==> config.mk <==
export PLATFORM = sky130hd
export DESIGN_NAME = diff_drive_mixer_slew_limit_core_flat
export DESIGN_NICKNAME = d
export VERILOG_FILES = /design/src/sv/ddm_pkg.sv /design/src/sv/ddm_if.sv /design/src/sv/diff_drive_mixer_slew_limit_core.sv /design/src/sv/ddm_muldiv.sv /design/src/flat_wrapper.sv
export SDC_FILE = /design/constraint.sdc
export NUM_CORES = 2
export LEC_CHECK = 0
export ABC_AREA = 1
export BUFFER_PORTS_ARGS = -buffer_cell sky130_fd_sc_hd__buf_2
export CAP_MARGIN = 20
export CORE_ASPECT_RATIO = 1.5
export CORE_MARGIN = 2
export CORE_UTILIZATION = 60
export CTS_CLUSTER_SIZE = 12
export DETAILED_ROUTE_END_ITERATION = 12
export PLACE_DENSITY = 0.76
export SYNTH_ARGS = -nofsm -noshare
export SYNTH_HDL_FRONTEND = slang
export SYNTH_SLANG_ARGS = --single-unit
==> constraint.sdc <==
create_clock -name clk -period 23.4 [get_ports clk]
set_clock_uncertainty 0.05 [all_clocks]
set_input_delay 4.68 -clock clk [delete_from_list [all_inputs] [get_ports clk]]
set_output_delay 4.68 -clock clk [all_outputs]
set_load 0.03 [all_outputs]
==> src/sv/ddm_pkg.sv <==
// ----------------------------------------------------------------------------
// ddm_pkg
// Shared widths, register map and serial multiply-divide control types for
// the differential drive mixer.
// ----------------------------------------------------------------------------
package ddm_pkg;

  localparam int SPD_W   = 16;   // Q11.4 speeds and errors
  localparam int DRV_W   = 11;   // signed drive command
  localparam int LIM_W   = 15;   // slew limits and tolerances
  localparam int MAXD_W  = 10;   // min_drive and max_drive
  localparam int SIDE_W  = 14;   // signed side value after dead-band push
  localparam int MAG_W   = 13;   // magnitude of a side value
  localparam int PROD_W  = MAG_W + MAXD_W;
  localparam int ADDR_W  = 5;
  localparam int DATA_W  = 32;

  localparam logic [DRV_W-1:0]  DRIVE_LIMIT = 11'd1023;
  localparam logic [MAXD_W-1:0] MIN_DRIVE_RST = 10'd0;
  localparam logic [MAXD_W-1:0] MAX_DRIVE_RST = 10'd255;
  localparam logic [LIM_W-1:0]  DIST_SLEW_RST = 15'd320;
  localparam logic [LIM_W-1:0]  ROT_SLEW_RST  = 15'd160;
  localparam logic [LIM_W-1:0]  DIST_TOL_RST  = 15'd8;
  localparam logic [LIM_W-1:0]  ROT_TOL_RST   = 15'd8;

  typedef enum logic [2:0] {
    REG_MIN_DRIVE  = 3'd0,
    REG_MAX_DRIVE  = 3'd1,
    REG_DIST_SLEW  = 3'd2,
    REG_ROT_SLEW   = 3'd3,
    REG_DIST_TOL   = 3'd4,
    REG_ROT_TOL    = 3'd5
  } ddm_reg_t;

  // request to the serial multiply-divide unit: q = a * m / d
  typedef struct packed {
    logic              start;
    logic [MAG_W-1:0]  a;
    logic [MAXD_W-1:0] m;
    logic [MAG_W-1:0]  d;
  } ddm_md_req_t;

  typedef struct packed {
    logic             done;
    logic [MAG_W-1:0] q;
  } ddm_md_rsp_t;

endpackage

==> src/sv/ddm_if.sv <==
// ----------------------------------------------------------------------------
// ddm_in_if / ddm_out_if
// Valid/ready channels carrying the controller inputs and the drive results.
// ----------------------------------------------------------------------------
interface ddm_in_if;
  import ddm_pkg::*;
  logic                    valid;
  logic                    ready;
  logic signed [SPD_W-1:0] dist_speed;
  logic signed [SPD_W-1:0] rot_speed;
  logic signed [SPD_W-1:0] dist_error;
  logic signed [SPD_W-1:0] rot_error;

  modport source (output valid, dist_speed, rot_speed, dist_error, rot_error,
                  input ready);
  modport sink   (input valid, dist_speed, rot_speed, dist_error, rot_error,
                  output ready);
endinterface

interface ddm_out_if;
  import ddm_pkg::*;
  logic                    valid;
  logic                    ready;
  logic signed [DRV_W-1:0] left_drive;
  logic signed [DRV_W-1:0] right_drive;
  logic                    arrived;

  modport source (output valid, left_drive, right_drive, arrived, input ready);
  modport sink   (input valid, left_drive, right_drive, arrived, output ready);
endinterface

==> src/sv/diff_drive_mixer_slew_limit_core.sv <==
// ----------------------------------------------------------------------------
// diff_drive_mixer_slew_limit_core
// Differential drive mixer with slew limit, dead-band push and rescaling.
// ----------------------------------------------------------------------------
// One transaction in gives one transaction out. An arrival result goes from
// ST_TOL straight to ST_OUT; a result without rescaling passes ST_SLEW,
// ST_HOLD, ST_MIX, ST_PUSH, ST_OFS and ST_CHK; a rescaled result also waits
// in ST_DIV, where the two serial multiply-divide units take 10 multiply
// steps and 23 quotient steps, one bit each per cycle, and set the rate of
// the block when rescaling is needed. in_ch.ready rises once the previous
// result has been moved into the output register, even while that result
// still waits on out_ch.ready; no new input is taken before that.
// Configuration registers sit at byte addresses 0, 4, .. 20 of the APB port.
module diff_drive_mixer_slew_limit_core (
  input  logic                       clk,
  input  logic                       rst_n,
  ddm_in_if.sink                     in_ch,
  ddm_out_if.source                  out_ch,
  input  logic                       cfg_psel,
  input  logic                       cfg_penable,
  input  logic                       cfg_pwrite,
  input  logic [ddm_pkg::ADDR_W-1:0] cfg_paddr,
  input  logic [ddm_pkg::DATA_W-1:0] cfg_pwdata,
  output logic [ddm_pkg::DATA_W-1:0] cfg_prdata,
  output logic                       cfg_pready
);
  import ddm_pkg::*;

  typedef enum logic [3:0] {
    ST_IDLE, ST_TOL, ST_SLEW, ST_HOLD, ST_MIX, ST_PUSH, ST_OFS, ST_CHK,
    ST_DIV, ST_OUT
  } state_t;

  // configuration registers
  logic [MAXD_W-1:0] min_drive_r, max_drive_r;
  logic [LIM_W-1:0]  dist_slew_r, rot_slew_r, dist_tol_r, rot_tol_r;
  ddm_reg_t          reg_sel;
  logic              cfg_wr;

  assign cfg_pready = 1'b1;
  assign cfg_wr     = cfg_psel && cfg_penable && cfg_pwrite;
  assign reg_sel    = ddm_reg_t'(cfg_paddr[ADDR_W-1:2]);

  always_ff @(posedge clk) begin
    if (!rst_n) begin
      min_drive_r <= MIN_DRIVE_RST;
      max_drive_r <= MAX_DRIVE_RST;
      dist_slew_r <= DIST_SLEW_RST;
      rot_slew_r  <= ROT_SLEW_RST;
      dist_tol_r  <= DIST_TOL_RST;
      rot_tol_r   <= ROT_TOL_RST;
    end else if (cfg_wr) begin
      case (reg_sel)
        REG_MIN_DRIVE: min_drive_r <= cfg_pwdata[MAXD_W-1:0];
        REG_MAX_DRIVE: max_drive_r <= cfg_pwdata[MAXD_W-1:0];
        REG_DIST_SLEW: dist_slew_r <= cfg_pwdata[LIM_W-1:0];
        REG_ROT_SLEW:  rot_slew_r  <= cfg_pwdata[LIM_W-1:0];
        REG_DIST_TOL:  dist_tol_r  <= cfg_pwdata[LIM_W-1:0];
        REG_ROT_TOL:   rot_tol_r   <= cfg_pwdata[LIM_W-1:0];
        default: ;
      endcase
    end
  end

  always_comb begin
    case (reg_sel)
      REG_MIN_DRIVE: cfg_prdata = DATA_W'(min_drive_r);
      REG_MAX_DRIVE: cfg_prdata = DATA_W'(max_drive_r);
      REG_DIST_SLEW: cfg_prdata = DATA_W'(dist_slew_r);
      REG_ROT_SLEW:  cfg_prdata = DATA_W'(rot_slew_r);
      REG_DIST_TOL:  cfg_prdata = DATA_W'(dist_tol_r);
      REG_ROT_TOL:   cfg_prdata = DATA_W'(rot_tol_r);
      default:       cfg_prdata = '0;
    endcase
  end

  // clamp target - held to +-lim
  function automatic logic signed [SPD_W-1:0] slew_delta(
    input logic signed [SPD_W-1:0] target,
    input logic signed [SPD_W-1:0] held,
    input logic        [LIM_W-1:0] lim
  );
    logic signed [SPD_W:0] d;
    logic signed [SPD_W:0] pl;
    logic signed [SPD_W:0] nl;
    d  = {target[SPD_W-1], target} - {held[SPD_W-1], held};
    pl = $signed({2'b00, lim});
    nl = -pl;
    if (d > pl) d = pl;
    if (d < nl) d = nl;
    return d[SPD_W-1:0];
  endfunction

  // saturate a side value into the drive range
  function automatic logic signed [DRV_W-1:0] sat_side(
    input logic signed [SIDE_W-1:0] v
  );
    logic signed [SIDE_W-1:0] hi;
    hi = $signed({{(SIDE_W-DRV_W){1'b0}}, DRIVE_LIMIT});
    if (v > hi) return DRIVE_LIMIT;
    if (v < -hi) return -DRIVE_LIMIT;
    return v[DRV_W-1:0];
  endfunction

  // signed result from a quotient magnitude
  function automatic logic signed [DRV_W-1:0] sat_quot(
    input logic [MAG_W-1:0] q,
    input logic             neg
  );
    logic [DRV_W-1:0] m;
    m = (q > MAG_W'(DRIVE_LIMIT)) ? DRIVE_LIMIT : q[DRV_W-1:0];
    return neg ? -m : m;
  endfunction

  function automatic logic [MAG_W-1:0] mag(input logic signed [SIDE_W-1:0] v);
    logic [SIDE_W-1:0] u;
    u = v[SIDE_W-1] ? -v : v;
    return u[MAG_W-1:0];
  endfunction

  state_t                   state_r;
  logic signed [SPD_W-1:0]  ds_r, rs_r, de_r, re_r;
  logic signed [SPD_W-1:0]  held_d_r, held_r_r;
  logic signed [SPD_W-1:0]  dd_r, dr_r;
  logic signed [SPD_W:0]    sum_l_r, sum_r_r;
  logic signed [SIDE_W-1:0] left_r, right_r;
  logic signed [DRV_W-1:0]  res_l_r, res_r_r;
  logic                     res_arr_r;
  logic signed [DRV_W-1:0]  out_l_r, out_r_r;
  logic                     out_arr_r, out_valid_r;
  ddm_md_req_t              req_l_r, req_r_r;
  ddm_md_rsp_t              rsp_l, rsp_r;

  ddm_muldiv u_md_left  (.clk(clk), .rst_n(rst_n), .req(req_l_r), .rsp(rsp_l));
  ddm_muldiv u_md_right (.clk(clk), .rst_n(rst_n), .req(req_r_r), .rsp(rsp_r));

  logic [SPD_W:0]           ade, are;
  logic                     near;
  logic signed [SPD_W:0]    rnd_l, rnd_r;
  logic signed [SIDE_W-1:0] whole_l, whole_r;
  logic signed [SIDE_W-1:0] mx, mn;
  logic                     pos_hit, neg_hit;
  logic signed [SIDE_W-1:0] side_max, side_min, side_negmin;
  logic                     out_free;

  always_comb begin
    ade  = de_r[SPD_W-1] ? ((SPD_W+1)'(0) - {1'b1, de_r}) : {1'b0, de_r};
    are  = re_r[SPD_W-1] ? ((SPD_W+1)'(0) - {1'b1, re_r}) : {1'b0, re_r};
    near = (ade < {2'b00, dist_tol_r}) && (are < {2'b00, rot_tol_r});
    // divide by 16 toward zero
    rnd_l   = sum_l_r + (sum_l_r[SPD_W] ? (SPD_W+1)'(15) : '0);
    rnd_r   = sum_r_r + (sum_r_r[SPD_W] ? (SPD_W+1)'(15) : '0);
    whole_l = SIDE_W'(rnd_l >>> 4);
    whole_r = SIDE_W'(rnd_r >>> 4);
    mx      = $signed({{(SIDE_W-MAXD_W){1'b0}}, max_drive_r});
    mn      = $signed({{(SIDE_W-MAXD_W){1'b0}}, min_drive_r});
    pos_hit = (left_r >= mx) || (right_r >= mx);
    neg_hit = (left_r <= -mx) || (right_r <= -mx);
    side_max    = (left_r > right_r) ? left_r : right_r;
    side_min    = (left_r < right_r) ? left_r : right_r;
    side_negmin = -side_min;
    out_free    = !out_valid_r || out_ch.ready;
  end

  always_ff @(posedge clk) begin
    if (!rst_n) begin
      state_r       <= ST_IDLE;
      held_d_r      <= '0;
      held_r_r      <= '0;
      out_valid_r   <= 1'b0;
      req_l_r.start <= 1'b0;
      req_r_r.start <= 1'b0;
    end else begin
      req_l_r.start <= 1'b0;
      req_r_r.start <= 1'b0;
      if (out_valid_r && out_ch.ready) out_valid_r <= 1'b0;
      case (state_r)
        ST_IDLE: begin
          if (in_ch.valid) begin
            ds_r    <= in_ch.dist_speed;
            rs_r    <= in_ch.rot_speed;
            de_r    <= in_ch.dist_error;
            re_r    <= in_ch.rot_error;
            state_r <= ST_TOL;
          end
        end
        ST_TOL: begin
          if (near) begin
            res_l_r   <= '0;
            res_r_r   <= '0;
            res_arr_r <= 1'b1;
            state_r   <= ST_OUT;
          end else begin
            res_arr_r <= 1'b0;
            state_r   <= ST_SLEW;
          end
        end
        ST_SLEW: begin
          dd_r    <= slew_delta(ds_r, held_d_r, dist_slew_r);
          dr_r    <= slew_delta(rs_r, held_r_r, rot_slew_r);
          state_r <= ST_HOLD;
        end
        ST_HOLD: begin
          held_d_r <= held_d_r + dd_r;
          held_r_r <= held_r_r + dr_r;
          state_r  <= ST_MIX;
        end
        ST_MIX: begin
          sum_l_r <= {held_d_r[SPD_W-1], held_d_r} + {held_r_r[SPD_W-1], held_r_r};
          sum_r_r <= {held_d_r[SPD_W-1], held_d_r} - {held_r_r[SPD_W-1], held_r_r};
          state_r <= ST_PUSH;
        end
        ST_PUSH: begin
          left_r  <= whole_l;
          right_r <= whole_r;
          state_r <= ST_OFS;
        end
        ST_OFS: begin
          // zero sum counts as non-positive
          left_r  <= (sum_l_r > 0) ? left_r + mn : left_r - mn;
          right_r <= (sum_r_r > 0) ? right_r + mn : right_r - mn;
          state_r <= ST_CHK;
        end
        ST_CHK: begin
          if (max_drive_r == '0) begin
            res_l_r <= '0;
            res_r_r <= '0;
            state_r <= ST_OUT;
          end else if (pos_hit || neg_hit) begin
            req_l_r.start <= 1'b1;
            req_l_r.a     <= mag(left_r);
            req_l_r.m     <= max_drive_r;
            req_l_r.d     <= pos_hit ? side_max[MAG_W-1:0] : side_negmin[MAG_W-1:0];
            req_r_r.start <= 1'b1;
            req_r_r.a     <= mag(right_r);
            req_r_r.m     <= max_drive_r;
            req_r_r.d     <= pos_hit ? side_max[MAG_W-1:0] : side_negmin[MAG_W-1:0];
            state_r       <= ST_DIV;
          end else begin
            res_l_r <= sat_side(left_r);
            res_r_r <= sat_side(right_r);
            state_r <= ST_OUT;
          end
        end
        ST_DIV: begin
          if (rsp_l.done && rsp_r.done) begin
            res_l_r <= sat_quot(rsp_l.q, left_r[SIDE_W-1]);
            res_r_r <= sat_quot(rsp_r.q, right_r[SIDE_W-1]);
            state_r <= ST_OUT;
          end
        end
        ST_OUT: begin
          if (out_free) begin
            out_l_r     <= res_l_r;
            out_r_r     <= res_r_r;
            out_arr_r   <= res_arr_r;
            out_valid_r <= 1'b1;
            state_r     <= ST_IDLE;
          end
        end
        default: state_r <= ST_IDLE;
      endcase
    end
  end

  assign in_ch.ready        = (state_r == ST_IDLE);
  assign out_ch.valid       = out_valid_r;
  assign out_ch.left_drive  = out_l_r;
  assign out_ch.right_drive = out_r_r;
  assign out_ch.arrived     = out_arr_r;

endmodule

==> src/sv/ddm_muldiv.sv <==
// ----------------------------------------------------------------------------
// ddm_muldiv
// Bit-serial unsigned multiply then restoring divide: q = a * m / d.
// One multiplier bit per cycle, then one quotient bit per cycle.
// ----------------------------------------------------------------------------
module ddm_muldiv (
  input  logic                 clk,
  input  logic                 rst_n,
  input  ddm_pkg::ddm_md_req_t req,
  output ddm_pkg::ddm_md_rsp_t rsp
);
  import ddm_pkg::*;

  localparam int CNT_W = $clog2(PROD_W);

  typedef enum logic [1:0] {ST_IDLE, ST_MUL, ST_DIV} md_state_t;

  md_state_t         state_r;
  logic [MAG_W-1:0]  a_r;
  logic [MAXD_W-1:0] m_r;
  logic [MAG_W-1:0]  d_r;
  logic [PROD_W-1:0] acc_r;
  logic [MAG_W-1:0]  rem_r;
  logic [CNT_W-1:0]  cnt_r;
  logic              done_r;

  logic [PROD_W-1:0] add_nxt;
  logic [MAG_W:0]    trial;
  logic              ge;
  logic [MAG_W:0]    diff;

  always_comb begin
    add_nxt = {acc_r[PROD_W-2:0], 1'b0} + (m_r[MAXD_W-1] ? PROD_W'(a_r) : '0);
    trial   = {rem_r, acc_r[PROD_W-1]};
    ge      = trial >= {1'b0, d_r};
    diff    = trial - {1'b0, d_r};
  end

  always_ff @(posedge clk) begin
    if (!rst_n) begin
      state_r <= ST_IDLE;
      done_r  <= 1'b0;
      cnt_r   <= '0;
    end else begin
      done_r <= 1'b0;
      case (state_r)
        ST_IDLE: begin
          if (req.start) begin
            a_r     <= req.a;
            m_r     <= req.m;
            d_r     <= req.d;
            acc_r   <= '0;
            rem_r   <= '0;
            cnt_r   <= '0;
            state_r <= ST_MUL;
          end
        end
        ST_MUL: begin
          acc_r <= add_nxt;
          m_r   <= {m_r[MAXD_W-2:0], 1'b0};
          if (cnt_r == CNT_W'(MAXD_W - 1)) begin
            cnt_r   <= '0;
            state_r <= ST_DIV;
          end else begin
            cnt_r <= cnt_r + 1'b1;
          end
        end
        ST_DIV: begin
          rem_r <= ge ? diff[MAG_W-1:0] : trial[MAG_W-1:0];
          acc_r <= {acc_r[PROD_W-2:0], ge};
          if (cnt_r == CNT_W'(PROD_W - 1)) begin
            cnt_r   <= '0;
            done_r  <= 1'b1;
            state_r <= ST_IDLE;
          end else begin
            cnt_r <= cnt_r + 1'b1;
          end
        end
        default: state_r <= ST_IDLE;
      endcase
    end
  end

  // quotient never exceeds the dividend side magnitude since d >= m
  assign rsp.done = done_r;
  assign rsp.q    = acc_r[MAG_W-1:0];

endmodule
==> src/flat_wrapper.sv <==
// flat-port wrapper written by rule: the top's interface ports become plain ports
module diff_drive_mixer_slew_limit_core_flat import ddm_pkg::*;
  (clk, rst_n, cfg_psel, cfg_penable, cfg_pwrite, cfg_paddr, cfg_pwdata, cfg_prdata, cfg_pready, in_ch_valid, in_ch_dist_speed, in_ch_rot_speed, in_ch_dist_error, in_ch_rot_error, in_ch_ready, out_ch_valid, out_ch_left_drive, out_ch_right_drive, out_ch_arrived, out_ch_ready);
  ddm_in_if in_ch_i ();
  ddm_out_if out_ch_i ();
  input  logic clk;
  input  logic rst_n;
  input  logic cfg_psel;
  input  logic cfg_penable;
  input  logic cfg_pwrite;
  input  logic [ddm_pkg::ADDR_W-1:0] cfg_paddr;
  input  logic [ddm_pkg::DATA_W-1:0] cfg_pwdata;
  output logic [ddm_pkg::DATA_W-1:0] cfg_prdata;
  output logic cfg_pready;
  input wire logic [$bits(in_ch_i.valid)-1:0] in_ch_valid;
  input wire logic [$bits(in_ch_i.dist_speed)-1:0] in_ch_dist_speed;
  input wire logic [$bits(in_ch_i.rot_speed)-1:0] in_ch_rot_speed;
  input wire logic [$bits(in_ch_i.dist_error)-1:0] in_ch_dist_error;
  input wire logic [$bits(in_ch_i.rot_error)-1:0] in_ch_rot_error;
  output wire logic [$bits(in_ch_i.ready)-1:0] in_ch_ready;
  output wire logic [$bits(out_ch_i.valid)-1:0] out_ch_valid;
  output wire logic [$bits(out_ch_i.left_drive)-1:0] out_ch_left_drive;
  output wire logic [$bits(out_ch_i.right_drive)-1:0] out_ch_right_drive;
  output wire logic [$bits(out_ch_i.arrived)-1:0] out_ch_arrived;
  input wire logic [$bits(out_ch_i.ready)-1:0] out_ch_ready;
  assign in_ch_i.valid = in_ch_valid;
  assign in_ch_i.dist_speed = in_ch_dist_speed;
  assign in_ch_i.rot_speed = in_ch_rot_speed;
  assign in_ch_i.dist_error = in_ch_dist_error;
  assign in_ch_i.rot_error = in_ch_rot_error;
  assign in_ch_ready = in_ch_i.ready;
  assign out_ch_valid = out_ch_i.valid;
  assign out_ch_left_drive = out_ch_i.left_drive;
  assign out_ch_right_drive = out_ch_i.right_drive;
  assign out_ch_arrived = out_ch_i.arrived;
  assign out_ch_i.ready = out_ch_ready;
  diff_drive_mixer_slew_limit_core u_core (.clk(clk), .rst_n(rst_n), .in_ch(in_ch_i), .out_ch(out_ch_i), .cfg_psel(cfg_psel), .cfg_penable(cfg_penable), .cfg_pwrite(cfg_pwrite), .cfg_paddr(cfg_paddr), .cfg_pwdata(cfg_pwdata), .cfg_prdata(cfg_prdata), .cfg_pready(cfg_pready));
endmodule
==> flow_summary.ini <==
[clock_tree]
holdBufCountCts = 0
root_buffer = clkbuf_16
clock-sinks = 530
postCtsSetupBuffers = 0
cts_buffers = 54
clockBufferDepth = 3
path_clk_slew_ns = 0.06
cts_htree_levels = 2
worstSkewPairLatency_ns = 0.62
cts_repair_resize_count = 0
cts_tree = yes

[worst_hold_path]
hp-class = reg -> reg
holdPathStages = 0

[yosys]
avgSynthCellArea_sq_um = 8.185
synthDistinctLibCells = 61
synth_area_sq_um = 35980
synth_top_area_share_pct = 33.05
ys_top_cells_by_count = 884 x nand2_1, 561 x inv_1, 434 x a21oi_1, 409 x o21ai_0, 396 x edfxtp_1
synth.largest_area_cell = edfxtp_1
ys_warn_count = 0
synthArstFlopShare_pct = 0
yosys-top-cells-area = edfxtp_1 33%, ha_1 12%, nand2_1 9.2%, dfxtp_1 7.5%, a21oi_1 6.0%
synth_cells = 4396
synth-seq-cells = 530
synth_edf_count = 396
ys_seq_area_share_pct = 40.50
post-synth-top-count-cell = nand2_1
synthFlopType = edfxtp_1

[final_layout]
fin_area_sq_um = 38960
final_util_pct = 65.22
stdcell_count = 5321
layout-drive-gt1-share_pct = 6.902
synthToLayoutAreaGrowth_pct = 8.273
fillers = 5197
fin_nets = 4968

[setup_path]
path_cells = buf_2, inv_1, nor3_1, inv_1, o22ai_1, a21oi_1, o211ai_1, buf_2
path_max_fanout = 14
endpoint_kind = primary output
worstRegToRegCells = 32
path_class = in -> out
cp_slowest_cell = nor3_1
arrival_ns = 6.60
cp_slowest_stage_delay_ns = 0.44
cp.depth = 8
cp_num_buf_inv = 4
critPathTopFamily = buffers and inverters
cp.required_ns = 18.67
critPathLaunchType = primary input

[power]
share_seq_of_total_power_pct = 40.1
switching_share_pct = 34.70
max-vdd-ir-drop_v = 0.00006811
power.clock.fraction_pct = 28.7
p_int_w = 0.001876
p_sw_w = 0.0009972
power_frac_comb_pct = 31.3
p_per_area_nw_per_um2 = 73.77
finalPower_w = 0.002874
power.leakage_nw = 16.98

[global_route]
antenna_found_initial = 2
grt_max_degree = 92
grtUsageTotal_pct = 32.34
gr-total-overflow = 0
grt_pass1_vias = 30000
grt_pass1_wl_um = 155700

[placed_design]
hpwl_um = 79070
dp.cells = 5225
place.gp.congestion = 0.9948
numPortBuffers = 128
placed_area_sq_um = 37310

[floorplanning]
fp.dieH_um = 303.9
ios = 166
core_area_sq_um = 59730
dieArea_sq_um = 61980
initial_core_util_pct = 60.24
fp.dieW_um = 203.9
core.rowCount = 110

[drt]
drt-wirelength-per-cell_um = 19.03
drcViolationCount = 0
antenna_left = 0
vias = 30850
firstDrtPassIters = 6
drt_iter0_markers = 1910
vias_per_cell = 5.798
wl_um = 101300

[timing]
hold_viol = 0
relSlewSlack_pct = 32.76
setup_viol = 0
drv_slew = 0
fmax_mhz = 88.29
worstMarginPinSlew_ns = 1.007
setup-tns-final_ns = 0
period_share_pct = 48.41
fin_crit_ns = 11.33
rsz0062_at_grt = false

[flow_run]
maxCapViolCount = 0

[status]
status = complete, no violations
==> per-layer routing <==
metal / part of all wire (%) / vias to the layer above / track usage (%)
met5: 0 / - / 0
met4: 9.1 / 0 / 25.29
met3: 4.9 / 353 / 3.887
met2: 51 / 989 / 59.68
met1: 35 / 14290 / 32.52
li1: - / 15220 / -
==> cell usage in the layout, fill, tap and decap left out, drive strengths merged, types with 16 or more instances in the layout <==
cell type / count
nand2: 912
clkbuf: 81
dfxtp: 134
a21o: 23
inv: 568
nor3: 71
o31ai: 17
nand3: 190
a21oi: 434
xor2: 139
nand4: 45
o21ai: 427
nor4: 20
a22oi: 16
or2: 16
o22ai: 19
a31oi: 30
xnor2: 42
conb: 18
edfxtp: 396
o211ai: 25
nor2: 292
buf: 156
ha: 349
==> cell type report <==
type / count / area (sq um) / area share (%)
Multi-Input combinational cell: 3185 / 18770 / 48.18
Timing Repair Buffer: 156 / 858.3 / 2.203
Antenna cell: 2 / 5.005 / 0.01285
Inverter: 572 / 2147 / 5.511
Clock buffer: 81 / 1534 / 3.938
Tap cell: 784 / 980.9 / 2.518
Sequential cell: 530 / 14570 / 37.41
Clock inverter: 11 / 87.58 / 0.2248
==> path summary, 6_finish.rpt <==
path                                       endpoint  slack, ns                       startpoint
hold / removal    u_core.u_md_left.a_r[4]$_DFFE_PP_       0.37     u_core.req_l_r[27]$_DFFE_PP_
hold reg to reg   u_core.u_md_left.a_r[4]$_DFFE_PP_       0.37     u_core.req_l_r[27]$_DFFE_PP_
setup reg to reg           u_core.dd_r[0]$_DFFE_PP_      16.85  u_core.held_d_r[1]$_SDFFE_PN0P_
setup / recovery                      cfg_prdata[4]      12.07                     cfg_paddr[4]
==> flip-flops by register name, summed over array words and instances (netlist names), 16 cells and up <==
signal and flops:
u_core.sum_r_r 17, u_core.sum_l_r 16, u_core.ds_r 16, u_core.dr_r 16, u_core.u_md_left.acc_r 23, u_core.u_md_right.acc_r 23
u_core.held_r_r 16, u_core.rs_r 16, u_core.de_r 16, u_core.dd_r 16, u_core.held_d_r 16, u_core.re_r 16
u_core.req_l_r 36
==> per-stage QoR <==
stage | setup WS (ns) | hold WS, ns
2_1_floorplan | 11.63 | 0.3503
3_3_place_gp | 12.15 | 0.3508
3_5_place_dp | 12.10 | 0.3545
4_1_cts | 12.09 | 0.3684
5_1_grt | 12.06 | 0.3756
6_report | 12.07 | 0.3659
==> cell families (layout without fill, tap and decap cells) <==
kind of cell               Yosys count  after routing  synth area share (%)
adders and majority gates          361            361                 12.80
DFF                                530            530                 40.50
buffers and inverters              697            820                 7.626
AOI/OAI and AO/OA                 1059           1059                 16.10
and+or+nand+nor                   1564           1564                 18.49
xor gates and xnor gates           181            181                 4.406
muxes                                2              2               0.05564
other                                2             20               0.02087
==> power groups by stage <==
stage | clock (W) | sequential [W] | combinational (W)
after floorplan | 0 | 0.00115 | 0.000684
after global placement | 0 | 0.00117 | 0.000869
after detailed placement | 0 | 0.00117 | 0.000891
after CTS | 0.000835 | 0.00115 | 0.000895
after global routing | 0.000867 | 0.00116 | 0.00102
final | 0.000823 | 0.00115 | 0.000899
Power figures use the tool's default switching activity.
